[config.mk]
export PLATFORM = sky130hd
export DESIGN_NAME = detuned_chord_oscillator_bank_unit_flat
export DESIGN_NICKNAME = d
export VERILOG_FILES = /design/src/hdl/dco_pkg.sv /design/src/hdl/dco_channels.sv /design/src/hdl/dco_ram.sv /design/src/hdl/dco_voice_pipe.sv /design/src/hdl/dco_lowpass.sv /design/src/hdl/detuned_chord_oscillator_bank_unit.sv /design/src/flat_wrapper.sv
export VERILOG_INCLUDE_DIRS = /design/src /design/src/hdl
export SDC_FILE = /design/constraint.sdc
export NUM_CORES = 2
export LEC_CHECK = 0
export BUFFER_PORTS_ARGS = -buffer_cell sky130_fd_sc_hd__buf_2
export CORE_MARGIN = 3
export CORE_UTILIZATION = 55
export CTS_CLUSTER_DIAMETER = 50
export DETAILED_ROUTE_END_ITERATION = 6
export PLACE_DENSITY = 0.71
export SYNTH_ARGS = -nofsm -noshare
export SYNTH_HDL_FRONTEND = slang
export SYNTH_SLANG_ARGS = --single-unit
[constraint.sdc]
create_clock -name clk -period 7.4 [get_ports clk]
set_input_delay 1.11 -clock clk [delete_from_list [all_inputs] [get_ports clk]]
set_output_delay 1.11 -clock clk [all_outputs]
set_load 0.05 [all_outputs]
[src/hdl/assert_macros.svh]
// ----------------------------------------------------------------------------
// Assertion macros
// Shared concurrent assertion forms for the oscillator bank RTL.
// ----------------------------------------------------------------------------
`ifndef ASSERT_MACROS_SVH
`define ASSERT_MACROS_SVH

// Property must hold at every clock edge outside reset.
`define ASSERT_ALWAYS(lbl, clk, rstn, expr, msg) \
    lbl: assert property (@(posedge clk) disable iff (!rstn) (expr)) else $error(msg);

// Consequent must hold in the cycle after the antecedent.
`define ASSERT_NEXT(lbl, clk, rstn, ante, cons, msg) \
    lbl: assert property (@(posedge clk) disable iff (!rstn) (ante) |=> (cons)) else $error(msg);

`endif

[src/hdl/dco_pkg.sv]
// ----------------------------------------------------------------------------
// Oscillator bank package
// Shared widths, codes, note increment table builder and reciprocal table.
// ----------------------------------------------------------------------------
`timescale 1ns / 1ps

package dco_pkg;

    localparam int DEF_MAX_VOICES   = 8;
    localparam int DEF_FADE_SAMPLES = 1024;
    localparam int DEF_SAMPLE_RATE  = 48000;

    localparam int FUNC_W      = 2;
    localparam int NOTE_W      = 7;
    localparam int SAMPLE_W    = 12;
    localparam int CFG_IDX_W   = 3;
    localparam int CFG_DATA_W  = 8;
    localparam int PHASE_W     = 32;
    localparam int GAIN_W      = 9;
    localparam int SUM_W       = 18;
    localparam int VOICE_IDX_W = 4;
    localparam int VOICE_CNT_W = 5;

    localparam logic [5:0]     DETUNE_MAX = 6'd50;
    localparam logic [8:0]     GAIN_FULL  = 9'd256;
    localparam logic [11:0]    PPM_STEP   = 12'd38;
    localparam int             SAMPLE_MAX = 2047;

    typedef enum logic [FUNC_W-1:0] {
        FUNC_TICK   = 2'd0,
        FUNC_APPEND = 2'd1,
        FUNC_COMMIT = 2'd2
    } func_t;

    typedef enum logic [CFG_IDX_W-1:0] {
        CFG_WAVE   = 3'd0,
        CFG_DETUNE = 3'd1,
        CFG_CUTOFF = 3'd2,
        CFG_WIDTH  = 3'd3,
        CFG_ENABLE = 3'd4
    } cfg_idx_t;

    typedef struct packed {
        logic                   valid;
        logic                   bank;
        logic [VOICE_IDX_W-1:0] vidx;
        logic [VOICE_CNT_W-1:0] cnt;
        logic [GAIN_W-1:0]      gain;
    } voice_issue_t;

    typedef struct packed {
        logic       wave_sel;
        logic [5:0] detune;
        logic [7:0] width;
    } voice_cfg_t;

    typedef logic [PHASE_W-1:0] note_rom_t [128];

    // 2^(r/12) scaled by 10^16
    localparam logic [63:0] SEMITONE_RATIO [12] = '{
        64'd10000000000000000, 64'd10594630943592953, 64'd11224620483093730,
        64'd11892071150027211, 64'd12599210498948732, 64'd13348398541700344,
        64'd14142135623730950, 64'd14983070768766815, 64'd15874010519681995,
        64'd16817928305074291, 64'd17817974362806786, 64'd18877486253633870
    };

    // Rounded phase increment per MIDI note, built by long division at elaboration
    function automatic note_rom_t build_note_rom(input longint unsigned sample_rate);
        note_rom_t   rom;
        logic [63:0] num;
        logic [63:0] den;
        logic [63:0] rem;
        logic [63:0] q;
        int          r;
        int          s;
        den = 64'(sample_rate) * 64'd152587890625;
        r = 3;
        s = 10;
        for (int n = 0; n < 128; n++) begin
            num = 64'd440 * SEMITONE_RATIO[r];
            rem = '0;
            q   = '0;
            for (int i = 63; i >= 0; i--) begin
                rem = {rem[62:0], num[i]};
                q   = {q[62:0], 1'b0};
                if (rem >= den) begin
                    rem  = rem - den;
                    q[0] = 1'b1;
                end
            end
            for (int j = 0; j < s; j++) begin
                rem = {rem[62:0], 1'b0};
                q   = {q[62:0], 1'b0};
                if (rem >= den) begin
                    rem  = rem - den;
                    q[0] = 1'b1;
                end
            end
            if ({rem[62:0], 1'b0} >= den) q = q + 64'd1;
            rom[n] = q[31:0];
            r = r + 1;
            if (r == 12) begin
                r = 0;
                s = s + 1;
            end
        end
        return rom;
    endfunction

    // ceil(2^16 / d); exact floor division for numerators up to 750
    function automatic logic [16:0] recip_q16(input logic [3:0] d);
        logic [16:0] v;
        case (d)
            4'd1:    v = 17'd65536;
            4'd2:    v = 17'd32768;
            4'd3:    v = 17'd21846;
            4'd4:    v = 17'd16384;
            4'd5:    v = 17'd13108;
            4'd6:    v = 17'd10923;
            4'd7:    v = 17'd9363;
            4'd8:    v = 17'd8192;
            4'd9:    v = 17'd7282;
            4'd10:   v = 17'd6554;
            4'd11:   v = 17'd5958;
            4'd12:   v = 17'd5462;
            4'd13:   v = 17'd5042;
            4'd14:   v = 17'd4682;
            4'd15:   v = 17'd4370;
            default: v = 17'd0;
        endcase
        return v;
    endfunction

endpackage

[src/hdl/dco_channels.sv]
// ----------------------------------------------------------------------------
// Oscillator bank channels
// Valid/ready channel interfaces for requests, results and configuration.
// ----------------------------------------------------------------------------
`timescale 1ns / 1ps

interface dco_in_if;
    logic                          valid;
    logic                          ready;
    logic [dco_pkg::FUNC_W-1:0]    func;
    logic [dco_pkg::NOTE_W-1:0]    note;
    modport source (output valid, output func, output note, input ready);
    modport sink   (input valid, input func, input note, output ready);
endinterface

interface dco_out_if;
    logic                                 valid;
    logic                                 ready;
    logic signed [dco_pkg::SAMPLE_W-1:0]  left_sample;
    logic signed [dco_pkg::SAMPLE_W-1:0]  right_sample;
    modport source (output valid, output left_sample, output right_sample, input ready);
    modport sink   (input valid, input left_sample, input right_sample, output ready);
endinterface

interface dco_cfg_if;
    logic                              valid;
    logic                              ready;
    logic [dco_pkg::CFG_IDX_W-1:0]     index;
    logic [dco_pkg::CFG_DATA_W-1:0]    data;
    modport source (output valid, output index, output data, input ready);
    modport sink   (input valid, input index, input data, output ready);
endinterface

[src/hdl/dco_ram.sv]
// ----------------------------------------------------------------------------
// Generic RAM
// Single write port, single read port, registered read data.
// ----------------------------------------------------------------------------
`timescale 1ns / 1ps

module dco_ram #(
    parameter int WIDTH = 8,
    parameter int DEPTH = 16,
    parameter int AW    = (DEPTH > 1) ? $clog2(DEPTH) : 1
) (
    input  logic             clk,
    input  logic             we,
    input  logic [AW-1:0]    waddr,
    input  logic [WIDTH-1:0] wdata,
    input  logic             re,
    input  logic [AW-1:0]    raddr,
    output logic [WIDTH-1:0] rdata
);

    logic [WIDTH-1:0] mem [DEPTH];

    always_ff @(posedge clk)
    begin
        if (we)
        begin
            mem[waddr] <= wdata;
        end
        if (re)
        begin
            rdata <= mem[raddr];
        end
    end

endmodule

[src/hdl/dco_voice_pipe.sv]
// ----------------------------------------------------------------------------
// Voice pipeline
// Per-voice read-modify-write: increment lookup, detune, phase write-back,
// waveform, panning, crossfade weighting and accumulation.
// ----------------------------------------------------------------------------
`timescale 1ns / 1ps

module dco_voice_pipe #(
    parameter int MAX_VOICES  = dco_pkg::DEF_MAX_VOICES,
    parameter int SAMPLE_RATE = dco_pkg::DEF_SAMPLE_RATE,
    parameter int VW          = (MAX_VOICES > 1) ? $clog2(MAX_VOICES) : 1,
    parameter int RW          = dco_pkg::NOTE_W + dco_pkg::PHASE_W
) (
    input  logic                                clk,
    input  logic                                rst_n,
    input  dco_pkg::voice_issue_t               issue,
    input  dco_pkg::voice_cfg_t                 vcfg,
    input  logic                                clear,
    input  logic [RW-1:0]                       rdata,
    output logic                                wr_en,
    output logic [VW:0]                         wr_addr,
    output logic [RW-1:0]                       wr_data,
    output logic                                busy,
    output logic signed [dco_pkg::SUM_W-1:0]    sum_l,
    output logic signed [dco_pkg::SUM_W-1:0]    sum_r
);

    localparam dco_pkg::note_rom_t NOTE_ROM = dco_pkg::build_note_rom(SAMPLE_RATE);
    localparam int PW = dco_pkg::PHASE_W;
    localparam int GW = dco_pkg::GAIN_W;
    localparam int IW = dco_pkg::VOICE_IDX_W;
    localparam int CNW = dco_pkg::VOICE_CNT_W;

    logic [7:0] vld_reg;

    // stage 0: issue registers, RAM data arrives
    logic           s0_bank_reg;
    logic [IW-1:0]  s0_v_reg;
    logic [CNW-1:0] s0_cnt_reg;
    logic [GW-1:0]  s0_gain_reg;
    // stage 1
    logic [PW-1:0]  s1_base_reg, s1_phase_reg;
    logic [dco_pkg::NOTE_W-1:0] s1_note_reg;
    logic           s1_bank_reg;
    logic [IW-1:0]  s1_v_reg;
    logic [GW-1:0]  s1_gain_reg;
    logic [9:0]     s1_mag_reg;
    logic           s1_neg_reg, s1_on_reg;
    logic [3:0]     s1_d_reg;
    // stage 2
    logic [PW-1:0]  s2_base_reg, s2_phase_reg;
    logic [dco_pkg::NOTE_W-1:0] s2_note_reg;
    logic           s2_bank_reg;
    logic [IW-1:0]  s2_v_reg;
    logic [GW-1:0]  s2_gain_reg;
    logic signed [6:0] s2_spread_reg;
    // stage 3
    logic [PW-1:0]  s3_base_reg, s3_phase_reg;
    logic [dco_pkg::NOTE_W-1:0] s3_note_reg;
    logic           s3_bank_reg;
    logic [IW-1:0]  s3_v_reg;
    logic [GW-1:0]  s3_gain_reg;
    logic signed [11:0] s3_ppm_reg;
    // stage 4
    logic [PW-1:0]  s4_base_reg, s4_phase_reg;
    logic [dco_pkg::NOTE_W-1:0] s4_note_reg;
    logic           s4_bank_reg;
    logic [IW-1:0]  s4_v_reg;
    logic [GW-1:0]  s4_gain_reg;
    logic signed [44:0] s4_prod_reg;
    // stage 5
    logic [PW-1:0]  s5_phase_reg;
    logic           s5_odd_reg;
    logic [GW-1:0]  s5_gain_reg;
    // stage 6
    logic signed [20:0] s6_pl_reg, s6_pr_reg;
    logic [GW-1:0]  s6_gain_reg;
    // stage 7
    logic signed [22:0] s7_tl_reg, s7_tr_reg;

    logic signed [dco_pkg::SUM_W-1:0] sum_l_reg, sum_r_reg;

    // stage 0 logic
    logic signed [6:0] diff;
    logic [5:0]        dmag;
    logic [PW-1:0]     base;
    // stage 1 logic
    logic [26:0]       qfull;
    logic [5:0]        q;
    logic signed [6:0] spread;
    // stage 2..4
    logic signed [11:0] ppm;
    logic signed [44:0] prod;
    logic [PW-1:0]      inc;
    logic [PW-1:0]      new_phase;
    // stage 5
    logic signed [15:0] saw;
    logic signed [16:0] saw17;
    logic signed [16:0] amag;
    logic signed [17:0] tri_w;
    logic signed [17:0] w;
    logic signed [10:0] smp;
    logic [6:0]         half;
    logic [8:0]         g_near, g_far, gl, gr;
    // stage 6
    logic signed [12:0] pl_s, pr_s;
    // stage 7
    logic signed [14:0] tl_s, tr_s;

    always_comb
    begin
        diff = $signed({2'b00, s0_v_reg, 1'b0}) - $signed({2'b00, s0_cnt_reg}) + 7'sd1;
        dmag = diff[6] ? 6'(-diff) : 6'(diff);
        base = NOTE_ROM[rdata[RW-1:PW]];

        qfull  = 27'(s1_mag_reg) * 27'(dco_pkg::recip_q16(s1_d_reg));
        q      = qfull[21:16];
        spread = !s1_on_reg ? 7'sd0 : (s1_neg_reg ? -$signed({1'b0, q}) : $signed({1'b0, q}));

        ppm  = s2_spread_reg * $signed(dco_pkg::PPM_STEP);
        prod = $signed({1'b0, s3_base_reg}) * s3_ppm_reg;

        inc       = s4_base_reg + PW'(s4_prod_reg >>> 16);
        new_phase = s4_phase_reg + inc;

        saw   = $signed({~s5_phase_reg[PW-1], s5_phase_reg[PW-2:PW-16]});
        saw17 = 17'(saw);
        amag  = saw17[16] ? -saw17 : saw17;
        tri_w = (18'(amag) - 18'sd16384) * 18'sd2;
        w     = vcfg.wave_sel ? tri_w : 18'(saw);
        smp   = 11'(w >>> 7);
        half  = vcfg.width[7:1];
        g_near = 9'd128 + 9'(half);
        g_far  = 9'd128 - 9'(half);
        gl = s5_odd_reg ? g_far : g_near;
        gr = s5_odd_reg ? g_near : g_far;

        pl_s = 13'(s6_pl_reg >>> 8);
        pr_s = 13'(s6_pr_reg >>> 8);
        tl_s = 15'(s7_tl_reg >>> 8);
        tr_s = 15'(s7_tr_reg >>> 8);
    end

    always_ff @(posedge clk or negedge rst_n)
    begin
        if (!rst_n)
        begin
            vld_reg <= '0;
        end
        else
        begin
            vld_reg <= {vld_reg[6:0], issue.valid};
        end
    end

    always_ff @(posedge clk)
    begin
        s0_bank_reg <= issue.bank;
        s0_v_reg    <= issue.vidx;
        s0_cnt_reg  <= issue.cnt;
        s0_gain_reg <= issue.gain;

        s1_base_reg  <= base;
        s1_phase_reg <= rdata[PW-1:0];
        s1_note_reg  <= rdata[RW-1:PW];
        s1_bank_reg  <= s0_bank_reg;
        s1_v_reg     <= s0_v_reg;
        s1_gain_reg  <= s0_gain_reg;
        s1_mag_reg   <= 10'(vcfg.detune) * 10'(dmag);
        s1_neg_reg   <= diff[6];
        s1_on_reg    <= (s0_cnt_reg > CNW'(1));
        s1_d_reg     <= 4'(s0_cnt_reg - CNW'(1));

        s2_base_reg   <= s1_base_reg;
        s2_phase_reg  <= s1_phase_reg;
        s2_note_reg   <= s1_note_reg;
        s2_bank_reg   <= s1_bank_reg;
        s2_v_reg      <= s1_v_reg;
        s2_gain_reg   <= s1_gain_reg;
        s2_spread_reg <= spread;

        s3_base_reg  <= s2_base_reg;
        s3_phase_reg <= s2_phase_reg;
        s3_note_reg  <= s2_note_reg;
        s3_bank_reg  <= s2_bank_reg;
        s3_v_reg     <= s2_v_reg;
        s3_gain_reg  <= s2_gain_reg;
        s3_ppm_reg   <= ppm;

        s4_base_reg  <= s3_base_reg;
        s4_phase_reg <= s3_phase_reg;
        s4_note_reg  <= s3_note_reg;
        s4_bank_reg  <= s3_bank_reg;
        s4_v_reg     <= s3_v_reg;
        s4_gain_reg  <= s3_gain_reg;
        s4_prod_reg  <= prod;

        s5_phase_reg <= new_phase;
        s5_odd_reg   <= s4_v_reg[0];
        s5_gain_reg  <= s4_gain_reg;

        s6_pl_reg   <= smp * $signed({1'b0, gl});
        s6_pr_reg   <= smp * $signed({1'b0, gr});
        s6_gain_reg <= s5_gain_reg;

        s7_tl_reg <= pl_s * $signed({1'b0, s6_gain_reg});
        s7_tr_reg <= pr_s * $signed({1'b0, s6_gain_reg});

        if (clear)
        begin
            sum_l_reg <= '0;
            sum_r_reg <= '0;
        end
        else if (vld_reg[7])
        begin
            sum_l_reg <= sum_l_reg + dco_pkg::SUM_W'(tl_s);
            sum_r_reg <= sum_r_reg + dco_pkg::SUM_W'(tr_s);
        end
    end

    // phase write-back keeps the note alongside
    assign wr_en   = vld_reg[4];
    assign wr_addr = {s4_bank_reg, s4_v_reg[VW-1:0]};
    assign wr_data = {s4_note_reg, new_phase};
    assign busy    = |vld_reg;
    assign sum_l   = sum_l_reg;
    assign sum_r   = sum_r_reg;

endmodule

[src/hdl/dco_lowpass.sv]
// ----------------------------------------------------------------------------
// Stereo lowpass
// One-pole lowpass per channel with output clamp.
// ----------------------------------------------------------------------------
`timescale 1ns / 1ps

module dco_lowpass (
    input  logic                                   clk,
    input  logic                                   rst_n,
    input  logic                                   start,
    input  logic signed [dco_pkg::SUM_W-1:0]       sum_l,
    input  logic signed [dco_pkg::SUM_W-1:0]       sum_r,
    input  logic [7:0]                             cutoff,
    output logic                                   done,
    output logic signed [dco_pkg::SAMPLE_W-1:0]    left,
    output logic signed [dco_pkg::SAMPLE_W-1:0]    right
);

    localparam int SW = dco_pkg::SAMPLE_W;

    logic               mul_vld_reg, upd_vld_reg;
    logic signed [15:0] lvl_reg  [2];
    logic signed [28:0] prod_reg [2];
    logic signed [18:0] diff     [2];
    logic signed [28:0] prod     [2];
    logic signed [SW-1:0] clamp  [2];
    logic signed [9:0]  k;

    always_comb
    begin
        k = $signed({2'b00, cutoff}) + 10'sd1;
        diff[0] = 19'(sum_l) - 19'(lvl_reg[0]);
        diff[1] = 19'(sum_r) - 19'(lvl_reg[1]);
        for (int c = 0; c < 2; c++)
        begin
            prod[c] = diff[c] * k;
            if (lvl_reg[c] > 16'(dco_pkg::SAMPLE_MAX))
                clamp[c] = SW'(dco_pkg::SAMPLE_MAX);
            else if (lvl_reg[c] < -16'(dco_pkg::SAMPLE_MAX))
                clamp[c] = -SW'(dco_pkg::SAMPLE_MAX);
            else
                clamp[c] = SW'(lvl_reg[c]);
        end
    end

    always_ff @(posedge clk or negedge rst_n)
    begin
        if (!rst_n)
        begin
            mul_vld_reg <= 1'b0;
            upd_vld_reg <= 1'b0;
            lvl_reg[0]  <= '0;
            lvl_reg[1]  <= '0;
        end
        else
        begin
            mul_vld_reg <= start;
            upd_vld_reg <= mul_vld_reg;
            if (mul_vld_reg)
            begin
                lvl_reg[0] <= lvl_reg[0] + 16'(prod_reg[0] >>> 8);
                lvl_reg[1] <= lvl_reg[1] + 16'(prod_reg[1] >>> 8);
            end
        end
    end

    always_ff @(posedge clk)
    begin
        prod_reg[0] <= prod[0];
        prod_reg[1] <= prod[1];
    end

    assign done  = upd_vld_reg;
    assign left  = clamp[0];
    assign right = clamp[1];

endmodule

[src/hdl/detuned_chord_oscillator_bank_unit.sv]
// ----------------------------------------------------------------------------
// Detuned chord oscillator bank
// Tick: walks the voices of the banks with nonzero crossfade gain (up to
// 2 x MAX_VOICES in all), one voice RAM read per cycle.
// Append: stores a pending note. Commit: copy loop. Disabled tick: zero samples.
// One request in flight; the result register frees it.
// Reset: control, counts, crossfade and filter levels clear; no RAM clearing pass.
// ----------------------------------------------------------------------------
`timescale 1ns / 1ps
`include "assert_macros.svh"

module detuned_chord_oscillator_bank_unit #(
    parameter int MAX_VOICES   = dco_pkg::DEF_MAX_VOICES,
    parameter int FADE_SAMPLES = dco_pkg::DEF_FADE_SAMPLES,
    parameter int SAMPLE_RATE  = dco_pkg::DEF_SAMPLE_RATE
) (
    input  logic              clk,
    input  logic              rst_n,
    dco_in_if.sink            item,
    dco_out_if.source         result,
    dco_cfg_if.sink           cfg
);

    localparam int VW     = (MAX_VOICES > 1) ? $clog2(MAX_VOICES) : 1;
    localparam int CW     = $clog2(MAX_VOICES + 1);
    localparam int FW     = $clog2(FADE_SAMPLES + 1);
    localparam int RW     = dco_pkg::NOTE_W + dco_pkg::PHASE_W;
    localparam int GW     = dco_pkg::GAIN_W;
    localparam int SW     = dco_pkg::SAMPLE_W;
    localparam int STEP_Q = 256 / FADE_SAMPLES;
    localparam int STEP_R = 256 % FADE_SAMPLES;

    typedef enum logic [5:0] {
        ST_IDLE  = 6'b000001,
        ST_COPY  = 6'b000010,
        ST_ISSUE = 6'b000100,
        ST_DRAIN = 6'b001000,
        ST_FILT  = 6'b010000,
        ST_OUT   = 6'b100000
    } state_t;

    state_t state_reg, state_next;

    logic          wave_reg, en_reg;
    logic [5:0]    det_reg;
    logic [7:0]    cut_reg, width_reg;
    logic          active_reg, active_next;
    logic [FW-1:0] fade_reg, fade_next;
    logic [GW-1:0] gnew_reg, gnew_next;
    logic [FW-1:0] grem_reg, grem_next;
    logic [GW-1:0] gain_reg [2];
    logic [GW-1:0] gain_next [2];
    logic [CW-1:0] pcount_reg, pcount_next;
    logic [CW-1:0] bcount_reg [2];
    logic [CW-1:0] bcount_next [2];
    logic          bank_sel_reg, bank_sel_next;
    logic [CW-1:0] vidx_reg, vidx_next;
    logic [CW-1:0] copy_n_reg, copy_n_next;
    logic          copy_wr_reg;
    logic [VW-1:0] copy_widx_reg;
    logic          copy_wbank_reg;
    logic signed [SW-1:0] res_l_reg, res_l_next, res_r_reg, res_r_next;
    logic          out_valid_reg, out_valid_next;
    logic signed [SW-1:0] out_l_reg, out_l_next, out_r_reg, out_r_next;

    logic          item_acc, commit_acc;
    logic          pend_we, copy_re, do_issue, lp_start, pipe_clear;
    logic [CW-1:0] cur_cnt;
    logic [GW-1:0] cur_gain, g_act, g_old;
    logic [FW:0]   rem_sum;
    logic [dco_pkg::NOTE_W-1:0] pend_rdata;
    logic [RW-1:0] vram_rdata, vram_wdata, pipe_wdata;
    logic [VW:0]   vram_waddr, pipe_waddr;
    logic          vram_we, pipe_we, pipe_busy, lp_done;
    logic signed [dco_pkg::SUM_W-1:0] sum_l, sum_r;
    logic signed [SW-1:0] lp_l, lp_r;
    logic [5:0]    det_sat;
    dco_pkg::voice_issue_t issue;
    dco_pkg::voice_cfg_t   vcfg;

    assign item_acc   = item.valid & item.ready;
    assign commit_acc = item_acc && (item.func == dco_pkg::FUNC_COMMIT);
    assign item.ready = (state_reg == ST_IDLE);
    assign cfg.ready  = 1'b1;

    assign cur_cnt  = bcount_reg[bank_sel_reg];
    assign cur_gain = gain_reg[bank_sel_reg];
    assign g_act    = (fade_reg != '0) ? gnew_reg : dco_pkg::GAIN_FULL;
    assign g_old    = (fade_reg != '0) ? (dco_pkg::GAIN_FULL - gnew_reg) : '0;
    assign rem_sum  = {1'b0, grem_reg} + (FW + 1)'(STEP_R);
    assign det_sat  = (det_reg > dco_pkg::DETUNE_MAX) ? dco_pkg::DETUNE_MAX : det_reg;

    always_comb
    begin
        state_next     = state_reg;
        active_next    = active_reg;
        fade_next      = fade_reg;
        gnew_next      = gnew_reg;
        grem_next      = grem_reg;
        gain_next      = gain_reg;
        pcount_next    = pcount_reg;
        bcount_next    = bcount_reg;
        bank_sel_next  = bank_sel_reg;
        vidx_next      = vidx_reg;
        copy_n_next    = copy_n_reg;
        res_l_next     = res_l_reg;
        res_r_next     = res_r_reg;
        out_l_next     = out_l_reg;
        out_r_next     = out_r_reg;
        out_valid_next = out_valid_reg & ~result.ready;
        pend_we        = 1'b0;
        copy_re        = 1'b0;
        do_issue       = 1'b0;
        lp_start       = 1'b0;
        pipe_clear     = 1'b0;

        case (state_reg)
            ST_IDLE:
            begin
                if (item_acc)
                begin
                    case (dco_pkg::func_t'(item.func))
                        dco_pkg::FUNC_TICK:
                        begin
                            if (en_reg)
                            begin
                                gain_next[active_reg]  = g_act;
                                gain_next[~active_reg] = g_old;
                                pipe_clear    = 1'b1;
                                bank_sel_next = 1'b0;
                                vidx_next     = '0;
                                state_next    = ST_ISSUE;
                            end
                            else
                            begin
                                res_l_next = '0;
                                res_r_next = '0;
                                state_next = ST_OUT;
                            end
                        end
                        dco_pkg::FUNC_APPEND:
                        begin
                            if (pcount_reg < CW'(MAX_VOICES))
                            begin
                                pend_we     = 1'b1;
                                pcount_next = pcount_reg + CW'(1);
                            end
                        end
                        dco_pkg::FUNC_COMMIT:
                        begin
                            bcount_next[~active_reg] = pcount_reg;
                            active_next = ~active_reg;
                            fade_next   = FW'(FADE_SAMPLES);
                            gnew_next   = '0;
                            grem_next   = '0;
                            pcount_next = '0;
                            if (pcount_reg != '0)
                            begin
                                bank_sel_next = ~active_reg;
                                vidx_next     = '0;
                                copy_n_next   = pcount_reg;
                                state_next    = ST_COPY;
                            end
                        end
                        default:
                        begin
                        end
                    endcase
                end
            end
            ST_COPY:
            begin
                copy_re   = 1'b1;
                vidx_next = vidx_reg + CW'(1);
                if (vidx_reg == copy_n_reg - CW'(1))
                    state_next = ST_IDLE;
            end
            ST_ISSUE:
            begin
                if (cur_gain != '0 && vidx_reg < cur_cnt)
                begin
                    do_issue  = 1'b1;
                    vidx_next = vidx_reg + CW'(1);
                end
                else if (!bank_sel_reg)
                begin
                    bank_sel_next = 1'b1;
                    vidx_next     = '0;
                end
                else
                begin
                    state_next = ST_DRAIN;
                end
            end
            ST_DRAIN:
            begin
                if (!pipe_busy)
                begin
                    lp_start   = 1'b1;
                    state_next = ST_FILT;
                end
            end
            ST_FILT:
            begin
                if (lp_done)
                begin
                    res_l_next = lp_l;
                    res_r_next = lp_r;
                    if (fade_reg != '0)
                    begin
                        fade_next = fade_reg - FW'(1);
                        // running floor(256 * elapsed / FADE_SAMPLES)
                        if (rem_sum >= (FW + 1)'(FADE_SAMPLES))
                        begin
                            grem_next = FW'(rem_sum - (FW + 1)'(FADE_SAMPLES));
                            gnew_next = gnew_reg + GW'(STEP_Q + 1);
                        end
                        else
                        begin
                            grem_next = FW'(rem_sum);
                            gnew_next = gnew_reg + GW'(STEP_Q);
                        end
                    end
                    state_next = ST_OUT;
                end
            end
            ST_OUT:
            begin
                if (!out_valid_reg || result.ready)
                begin
                    out_valid_next = 1'b1;
                    out_l_next     = res_l_reg;
                    out_r_next     = res_r_reg;
                    state_next     = ST_IDLE;
                end
            end
            default:
            begin
                state_next = ST_IDLE;
            end
        endcase
    end

    always_ff @(posedge clk or negedge rst_n)
    begin
        if (!rst_n)
        begin
            state_reg     <= ST_IDLE;
            wave_reg      <= 1'b0;
            det_reg       <= '0;
            cut_reg       <= '0;
            width_reg     <= '0;
            en_reg        <= 1'b0;
            active_reg    <= 1'b0;
            fade_reg      <= '0;
            gnew_reg      <= '0;
            grem_reg      <= '0;
            gain_reg[0]   <= '0;
            gain_reg[1]   <= '0;
            pcount_reg    <= '0;
            bcount_reg[0] <= '0;
            bcount_reg[1] <= '0;
            bank_sel_reg  <= 1'b0;
            vidx_reg      <= '0;
            copy_n_reg    <= '0;
            copy_wr_reg   <= 1'b0;
            out_valid_reg <= 1'b0;
        end
        else
        begin
            state_reg     <= state_next;
            active_reg    <= active_next;
            fade_reg      <= fade_next;
            gnew_reg      <= gnew_next;
            grem_reg      <= grem_next;
            gain_reg      <= gain_next;
            pcount_reg    <= pcount_next;
            bcount_reg    <= bcount_next;
            bank_sel_reg  <= bank_sel_next;
            vidx_reg      <= vidx_next;
            copy_n_reg    <= copy_n_next;
            copy_wr_reg   <= copy_re;
            out_valid_reg <= out_valid_next;
            if (cfg.valid)
            begin
                case (dco_pkg::cfg_idx_t'(cfg.index))
                    dco_pkg::CFG_WAVE:   wave_reg  <= cfg.data[0];
                    dco_pkg::CFG_DETUNE: det_reg   <= cfg.data[5:0];
                    dco_pkg::CFG_CUTOFF: cut_reg   <= cfg.data;
                    dco_pkg::CFG_WIDTH:  width_reg <= cfg.data;
                    dco_pkg::CFG_ENABLE: en_reg    <= cfg.data[0];
                    default:
                    begin
                    end
                endcase
            end
        end
    end

    always_ff @(posedge clk)
    begin
        res_l_reg      <= res_l_next;
        res_r_reg      <= res_r_next;
        out_l_reg      <= out_l_next;
        out_r_reg      <= out_r_next;
        copy_widx_reg  <= vidx_reg[VW-1:0];
        copy_wbank_reg <= bank_sel_reg;
    end

    assign result.valid        = out_valid_reg;
    assign result.left_sample  = out_l_reg;
    assign result.right_sample = out_r_reg;

    // copy writes and phase write-backs never share a cycle
    assign vram_we    = copy_wr_reg | pipe_we;
    assign vram_waddr = copy_wr_reg ? {copy_wbank_reg, copy_widx_reg} : pipe_waddr;
    assign vram_wdata = copy_wr_reg ? {pend_rdata, dco_pkg::PHASE_W'(0)} : pipe_wdata;

    assign issue.valid = do_issue;
    assign issue.bank  = bank_sel_reg;
    assign issue.vidx  = dco_pkg::VOICE_IDX_W'(vidx_reg);
    assign issue.cnt   = dco_pkg::VOICE_CNT_W'(cur_cnt);
    assign issue.gain  = cur_gain;

    assign vcfg.wave_sel = wave_reg;
    assign vcfg.detune   = det_sat;
    assign vcfg.width    = width_reg;

    dco_ram #(
        .WIDTH (dco_pkg::NOTE_W),
        .DEPTH (MAX_VOICES)
    ) u_pend_ram (
        .clk   (clk),
        .we    (pend_we),
        .waddr (pcount_reg[VW-1:0]),
        .wdata (item.note),
        .re    (copy_re),
        .raddr (vidx_reg[VW-1:0]),
        .rdata (pend_rdata)
    );

    dco_ram #(
        .WIDTH (RW),
        .DEPTH (2 << VW)
    ) u_voice_ram (
        .clk   (clk),
        .we    (vram_we),
        .waddr (vram_waddr),
        .wdata (vram_wdata),
        .re    (do_issue),
        .raddr ({bank_sel_reg, vidx_reg[VW-1:0]}),
        .rdata (vram_rdata)
    );

    dco_voice_pipe #(
        .MAX_VOICES  (MAX_VOICES),
        .SAMPLE_RATE (SAMPLE_RATE)
    ) u_voice_pipe (
        .clk     (clk),
        .rst_n   (rst_n),
        .issue   (issue),
        .vcfg    (vcfg),
        .clear   (pipe_clear),
        .rdata   (vram_rdata),
        .wr_en   (pipe_we),
        .wr_addr (pipe_waddr),
        .wr_data (pipe_wdata),
        .busy    (pipe_busy),
        .sum_l   (sum_l),
        .sum_r   (sum_r)
    );

    dco_lowpass u_lowpass (
        .clk    (clk),
        .rst_n  (rst_n),
        .start  (lp_start),
        .sum_l  (sum_l),
        .sum_r  (sum_r),
        .cutoff (cut_reg),
        .done   (lp_done),
        .left   (lp_l),
        .right  (lp_r)
    );

    `ASSERT_ALWAYS(a_pend_bound, clk, rst_n, pcount_reg <= CW'(MAX_VOICES), "pending count overrun")
    `ASSERT_ALWAYS(a_rem_bound, clk, rst_n, grem_reg < FW'(FADE_SAMPLES), "fade remainder overrun")
    `ASSERT_ALWAYS(a_wr_excl, clk, rst_n, !(copy_wr_reg && pipe_we), "voice RAM write clash")
    `ASSERT_NEXT(a_commit_fade, clk, rst_n, commit_acc, fade_reg == FW'(FADE_SAMPLES), "no fade")

endmodule
[src/flat_wrapper.sv]
// flat-port wrapper written by rule: the top's interface ports become plain ports
module detuned_chord_oscillator_bank_unit_flat 
#(
    parameter int MAX_VOICES   = dco_pkg::DEF_MAX_VOICES,
    parameter int FADE_SAMPLES = dco_pkg::DEF_FADE_SAMPLES,
    parameter int SAMPLE_RATE  = dco_pkg::DEF_SAMPLE_RATE
)
  (clk, rst_n, item_valid, item_func, item_note, item_ready, result_valid, result_left_sample, result_right_sample, result_ready, cfg_valid, cfg_index, cfg_data, cfg_ready);
  dco_in_if item_i ();
  dco_out_if result_i ();
  dco_cfg_if cfg_i ();
  input  logic clk;
  input  logic rst_n;
  input wire logic [$bits(item_i.valid)-1:0] item_valid;
  input wire logic [$bits(item_i.func)-1:0] item_func;
  input wire logic [$bits(item_i.note)-1:0] item_note;
  output wire logic [$bits(item_i.ready)-1:0] item_ready;
  output wire logic [$bits(result_i.valid)-1:0] result_valid;
  output wire logic [$bits(result_i.left_sample)-1:0] result_left_sample;
  output wire logic [$bits(result_i.right_sample)-1:0] result_right_sample;
  input wire logic [$bits(result_i.ready)-1:0] result_ready;
  input wire logic [$bits(cfg_i.valid)-1:0] cfg_valid;
  input wire logic [$bits(cfg_i.index)-1:0] cfg_index;
  input wire logic [$bits(cfg_i.data)-1:0] cfg_data;
  output wire logic [$bits(cfg_i.ready)-1:0] cfg_ready;
  assign item_i.valid = item_valid;
  assign item_i.func = item_func;
  assign item_i.note = item_note;
  assign item_ready = item_i.ready;
  assign result_valid = result_i.valid;
  assign result_left_sample = result_i.left_sample;
  assign result_right_sample = result_i.right_sample;
  assign result_i.ready = result_ready;
  assign cfg_i.valid = cfg_valid;
  assign cfg_i.index = cfg_index;
  assign cfg_i.data = cfg_data;
  assign cfg_ready = cfg_i.ready;
  detuned_chord_oscillator_bank_unit #(.MAX_VOICES(MAX_VOICES), .FADE_SAMPLES(FADE_SAMPLES), .SAMPLE_RATE(SAMPLE_RATE)) u_core (.clk(clk), .rst_n(rst_n), .item(item_i), .result(result_i), .cfg(cfg_i));
endmodule
* Word level (Yosys, flattened, before mapping)
Memory sizes are Yosys's and may differ from the RTL's. A register that Yosys moved wholly into a read port is not among the register bits.
Cells that the tools add are included.
** Storage, ports and cells
- Logic and storage cells :: 300
- Input bits :: 25
- Memory bits (writable) :: 738
- ROM bits :: 4368
- Bits in registers :: 767
- Memories kept :: 5
** Cells by class
- Order comparisons :: 14
- Reductions and logical operators :: 32
- Bitwise operators :: 10
- $mul :: 10
- Add/subtract/negate cells :: 26
- Multiplexer cells :: 99
- Equality and inequality tests :: 30
** Memories
- (name not given) :: depth 128, bits a word 32, read ports 1, clocked after memory_dff 1, write ports 0, RTL line dco_voice_pipe.sv:114 : base = NOTE_ROM[rdata[RW-1:PW]];
- u_core.u_voice_ram.mem :: depth 16, bits a word 39, read ports 1, clocked after memory_dff 1, write ports 1, RTL line dco_ram.sv:21 : logic [WIDTH-1:0] mem [DEPTH];
- (name not given) :: depth 16, bits a word 17, read ports 1, clocked after memory_dff 1, write ports 0, RTL line dco_pkg.sv:113 : case (d)
- u_core.u_lowpass.prod_reg :: depth 2, bits a word 29, read ports 2, clocked after memory_dff 0, write ports 2, RTL line dco_lowpass.sv:23 : logic signed [28:0] prod_reg [2];
- u_core.u_pend_ram.mem :: depth 8, bits a word 7, read ports 1, clocked after memory_dff 1, write ports 1, RTL line dco_ram.sv:21
** Operators with widths (count)
- two-way mux 9 bit :: 14
- two-way mux 12 bit :: 9
- two-way mux 11 bit :: 9
- two-way mux 6 bit :: 12
- adder 32 bit :: 2
- multiplier 19 x 10 -> 29 bit :: 2
- one-hot mux 12 bit (2 select lines) :: 2
- multiplier 13 x 10 -> 23 bit :: 2
- multiplier 33 x 11 -> 44 bit :: 1
- two-way mux 4 bit :: 11
- one-hot mux 11 bit (2 select lines) :: 2
- multiplier 11 x 10 -> 21 bit :: 2
- two-way mux 39 bit :: 1
- subtractor 18 x 16 -> 19 bit :: 2
- adder 18 x 15 -> 18 bit :: 2
- bitwise mux 18 bit :: 2
- one-hot mux 6 bit (6 select lines) :: 1
- adder 16 bit :: 2
- greater-than comparator 16 x 12 -> 1 bit (second input constant) :: 2
- < comparator 16 x 12 -> 1 bit (second input constant) :: 2
- two-way mux 1 bit :: 23
- multiplier 10 x 17 -> 22 bit :: 1
- demux 9 bit (select 1 bit) :: 2
- two-way mux 18 bit :: 1
- other kinds (70) :: 112

* Logic depth before layout (Yosys ltp)
- Depth in word-level cells :: 8
- Depth in mapped cells :: 32
- Depth with buffers taken out :: 32

* Cells and area by module
From an unflattened synthesis, not the netlist that was laid out.
** Unflattened totals
- Cell total of the unflattened synthesis :: 8948
- Area total of the unflattened synthesis :: 100512.6 um2
** Modules (own cells, without submodules)
- dco_voice_pipe :: sequential area each 11290.8 um2, times used 1, cells an instance 5445, area each 51396.8 um2
- dco_ram at u_core.u_voice_ram :: sequential area each 19909.1 um2, times used 1, cells an instance 1014, area each 24576.1 um2
- dco_lowpass :: sequential area each 1491.4 um2, times used 1, cells an instance 1775, area each 15050.7 um2
- detuned_chord_oscillator_bank_unit :: sequential area each 3900.0 um2, times used 1, cells an instance 613, area each 7053.0 um2
- dco_ram at u_core.u_pend_ram :: sequential area each 1891.8 um2, times used 1, cells an instance 101, area each 2436.1 um2

* Least setup slack after synthesis
No wires, ideal clock.
- Path kind :: register -> register
- Start :: register u_core.u_voice_pipe.s5_phase_reg[18]
- End :: register u_core.u_voice_pipe.s6_pr_reg[20]
- Cell stages (with the launch flop) :: 31
- Period minus slack after synthesis :: 7.270 ns
- Required time :: 7.328 ns
- Arrival :: 7.198 ns
- Setup slack :: 0.130 ns
- Buffers on the path :: 1
- Path through :: dfxtp_1 > or4_4 > nor4_1 > nand2_1 > nor3_1 > nand2b_1 > nor2b_1 > xnor2_1 > a21oi_1 > clkbuf_1 > nand2_1 > fa_1 > inv_1 > fa_1 > inv_1 > fa_1 > inv_1 > fa_1 > inv_1 > fa_1 > inv_1 > ha_1 > nand3_1 > nor4_1 > o41ai_2 > a2111oi_1 > o21a_1 > o21a_1 > nor3_1 > o21bai_1 > xnor2_1
** Between the ends
- Word-level cells in the longest chain between the ends :: 5
** RTL lines
- start, declared :: RTL line dco_voice_pipe.sv:72 : logic [PW-1:0] s5_phase_reg;
- start signal, assigned :: RTL line dco_voice_pipe.sv:198 : s5_phase_reg <= new_phase;
- negation 16 -> 17 bit :: RTL line dco_voice_pipe.sv:128 : amag = saw17[16] ? -saw17 : saw17;
- two-way mux 17 bit (*) :: RTL line dco_voice_pipe.sv:128
- subtractor 17 x 16 -> 17 bit (*) :: RTL line dco_voice_pipe.sv:129 : tri_w = (18'(amag) - 18'sd16384) * 18'sd2;
- two-way mux 18 bit (*) :: RTL line dco_voice_pipe.sv:130 : w = vcfg.wave_sel ? tri_w : 18'(saw);
- multiplier 11 x 10 -> 21 bit (*) :: RTL line dco_voice_pipe.sv:203 : s6_pr_reg <= smp * $signed({1'b0, gr});
- end signal, assigned :: RTL line dco_voice_pipe.sv:203
- end, declared :: RTL line dco_voice_pipe.sv:76 : logic signed [20:0] s6_pl_reg, s6_pr_reg;
Mark *: on every way between the ends. The rest lies on a longest branch, timed or not.
A chain may end at the register's enable or synchronous reset.

==> summary.txt <==
Outcome
  • Outcome: finished, violations left
  • Violated checks: design-rule violations

STA
  • Final Slew Violations: 0
  • Highest Clock Rate: 0.139 GHz
  • Final Hold Fails: 0
  • Clk_skew: 0.0891 ns
  • Slew @ Worst Pin: about 1.3 ns
  • Final Cycle Share: 97.1%
  • Tmin final: 7.18 ns
  • Finish-stage setup viols: 0
  • Slew HR: a little under an eighth
  • RSZ-0062 raised after global routing: yes

Worst setup path
  • Critical Path End: u_core.u_lowpass.prod_reg[0][23]
  • CP peak stage delay: 0.56 ns
  • CP startpoint: u_core.u_lowpass.lvl_reg[18]
  • CP max FO: 9
  • Register-to-Register Path Depth: 30
  • Kind of critical path: flip-flop to flip-flop
  • Data required, critical path: 8.08 ns
  • R2R Setup Slk: 0.22 ns
  • Setup crit end kind: flip-flop
  • Critical Path AT: 7.86 ns
  • Critical path startpoint category: flip-flop
  • Worst r2r src: u_core.u_lowpass.lvl_reg[18]
  • RR Endpoint: u_core.u_lowpass.prod_reg[0][23]
  • Slowest CP cell: fa_1

Layout
  • Multi-input gate area: 55600 um^2
  • Share of cells above drive strength 1: 10.7%
  • Layout net count: 10600
  • Layout area overhead: 10.3%
  • Fillers: approximately 14000
  • Register area: 38400 um^2
  • Fin cells: 11400
  • Largest regs: u_core.u_voice_ram.mem x624, u_core.u_pend_ram.mem x56, u_core.u_voice_ram.rdata x39
  • Finished Core Util: 61.2%
  • Max reg flops: 624
  • Biggest register: u_core.u_voice_ram.mem

Die
  • Die Width: between 400 and 500 um
  • Initial Utilization: 55.5%
  • FP Rows: 155
  • Ports: 52
  • Die Y: 431 um
  • Core Box Area: 179000 um^2
  • Die area: ~190000 um^2

Flow run
  • Maxcap violations: 0

Routing
  • TritonRoute pass-1 iters: 7
  • Initial DRC Count: approximately 4800
  • Post-DR vias/cell: about 5.7
  • Avg WL per Cell: roughly 21 um
  • Via count: 64500
  • Drc violations: 3
  • Final antenna-violating net count: 0
  • Total wire length after detailed routing: between 200 and 250 mm

Placement
  • Detail Placement HPWL: 169 mm
  • Port bufs: 50
  • Placed cell count: between 10000 and 15000
  • RePlAce Congestion: 0.934

Clock tree
  • CTS Buf Count: 160
  • Clk_lat worst skew: 0.83 ns
  • H-Tree Depth: 4
  • CTS hold repair buffers: 0
  • CTS Root Cell: clkbuf_16
  • CTS clock-pin slew for the worst setup and hold paths: 0.06 ns
  • Number of clock sinks: 1495
  • Longest Clk Path Bufs: 3
  • CTS tree: built

Synthesis
  • Dominant cell type by area after synthesis: edfxtp_1
  • Distinct cells, synth: between 90 and 100
  • Mapped Nets: 10500
  • Mapped Avg Cell Area: between 10 and 15 um^2
  • Post-synthesis async set-or-reset flop share: 9.10%
  • Top post-synthesis cells by area: edfxtp_1, fa_1, dfxtp_1
  • EDFF count, synth: 774
  • Synth Flop Type: edfxtp_1
  • Top cells by count, synth: inv_1, fa_1, nand2_1
  • Synth Register Bits: 1495
  • Register area share after synthesis: about two fifths
  • Post-synth top area share: 23.4%
  • Area of the mapped netlist: 99300 um^2
  • Synth Instances: 8785
  • Synth warn: 0
  • Cell with the most instances after synthesis: inv_1

GRT
  • Global route total overflow: 0
  • Pin count of the biggest net entering global routing: slightly above 80
  • First-pass GRT wire length: 383 mm
  • GRT Resource Usage Total: 26.3%
  • Number of global-route vias before repair: 68800
  • Initial antenna violation count: 10

Hold path
  • Min-Delay Path Class: flip-flop to flip-flop
## placed cells by master (no fill, tap or decap), types with 34 or more instances in the layout
cell,netlist,routed
nand3_1,91,91
mux2_2,65,65
inv_1,1254,1252
and2_1,444,442
a21o_1,90,89
nor2b_1,70,68
fa_1,1009,1005
mux2i_1,57,57
dfrtp_1,135,128
a211oi_1,38,38
ha_1,641,635
nor2_1,540,518
or3_1,43,43
mux4_2,220,220
clkbuf_16,0,165
buf_4,1,232
dfxtp_1,585,585
buf_2,0,49
nand2_1,858,856
xnor2_1,240,230
clkbuf_1,291,34
edfxtp_1,774,774
nand2b_1,109,109
nor3_1,116,112
o21a_1,69,69
xor2_1,101,99
a21oi_1,267,254
o21ai_0,253,247
## timing repair
item	4_1_cts	5_1_grt
hold endpoints to repair	0	0
pin swaps	0	36
endpoints found under the setup margin	6	17
buffers inserted	0	12
gates resized for setup	7	69
## worst min-delay path by stage
stage / from / slack [ns] / depth (start not counted) / to
detailed placement: u_core.u_voice_pipe.s0_gain_reg[6] / 0.31 / 0 / u_core.u_voice_pipe.s1_gain_reg[6]
global route: u_core.u_voice_pipe.s1_gain_reg[7] / 0.28 / 0 / u_core.u_voice_pipe.s2_gain_reg[7]
CTS: u_core.u_voice_pipe.s1_gain_reg[7] / 0.28 / 0 / u_core.u_voice_pipe.s2_gain_reg[7]
floorplan: u_core.u_voice_pipe.s0_gain_reg[0] / 0.31 / 0 / u_core.u_voice_pipe.s1_gain_reg[0]
global placement: u_core.u_voice_pipe.s1_gain_reg[4] / 0.31 / 0 / u_core.u_voice_pipe.s2_gain_reg[4]
finish: u_core.u_voice_pipe.s1_gain_reg[7] / 0.29 / 0 / u_core.u_voice_pipe.s2_gain_reg[7]
## layer usage
layer,GRT usage (%),share of wire [%]
met4,8.91,3.4
met2,45.2,50
met5,0,0.012
met1,34.4,40
met3,3.97,6.1
## cell families after synthesis
| family | count (synthesis) | synth area share (%) |
|---|---|---|
| buffers and inverters | 1587 | 6.01 |
| AO/OA/AOI/OAI | 969 | 6.18 |
| AND/OR/NAND/NOR | 2399 | 11.4 |
| flip-flops | 1495 | 38.6 |
| adder cells (fa/ha/maj) | 1651 | 28.4 |
| other | 1 | 0.00378 |
| XOR/XNOR | 341 | 3.01 |
| multiplexers | 342 | 6.30 |
## worst max-delay path: cells and delay by family (launching register included)
kind                       cells  cell delay, ns
adders and majority gates      7            3.00
xor gates and xnor gates       3            0.38
buffers and inverters          6            0.57
AOI/OAI and AO/OA              9            2.27
and+or+nand+nor                5            0.48
DFF                            1            0.36
## layout make-up
type | count | share of cell area, %
inverters | 1258 | 4.31
repair buffers | 287 | 1.91
multi-input cells | 5703 | 50.8
clock buffers | 218 | 4.12
well taps | 2355 | 2.69
clock inverters | 84 | 1.16
diodes | 6 | 0.0137
flip-flops and latches | 1495 | 35.0
## metrics by stage
step / hold WS, ns / cell area (um^2) / TNS [ns] / setup WS (ns)
3_3_place_gp: 0.310 / 103000 / -0.0877 / -0.0854
5_1_grt: 0.280 / 110000 / -0.439 / -0.143
6_report: 0.289 / 110000 / 0 / 0.216
3_5_place_dp: 0.312 / 103000 / -0.652 / -0.220
4_1_cts: 0.284 / 109000 / 0 / 0.0214
2_1_floorplan: 0.310 / 99300 / 0 / 0.130
Power is not shown: default switching activity piles up to over one toggle a cycle in this logic, so the estimate is an artifact.
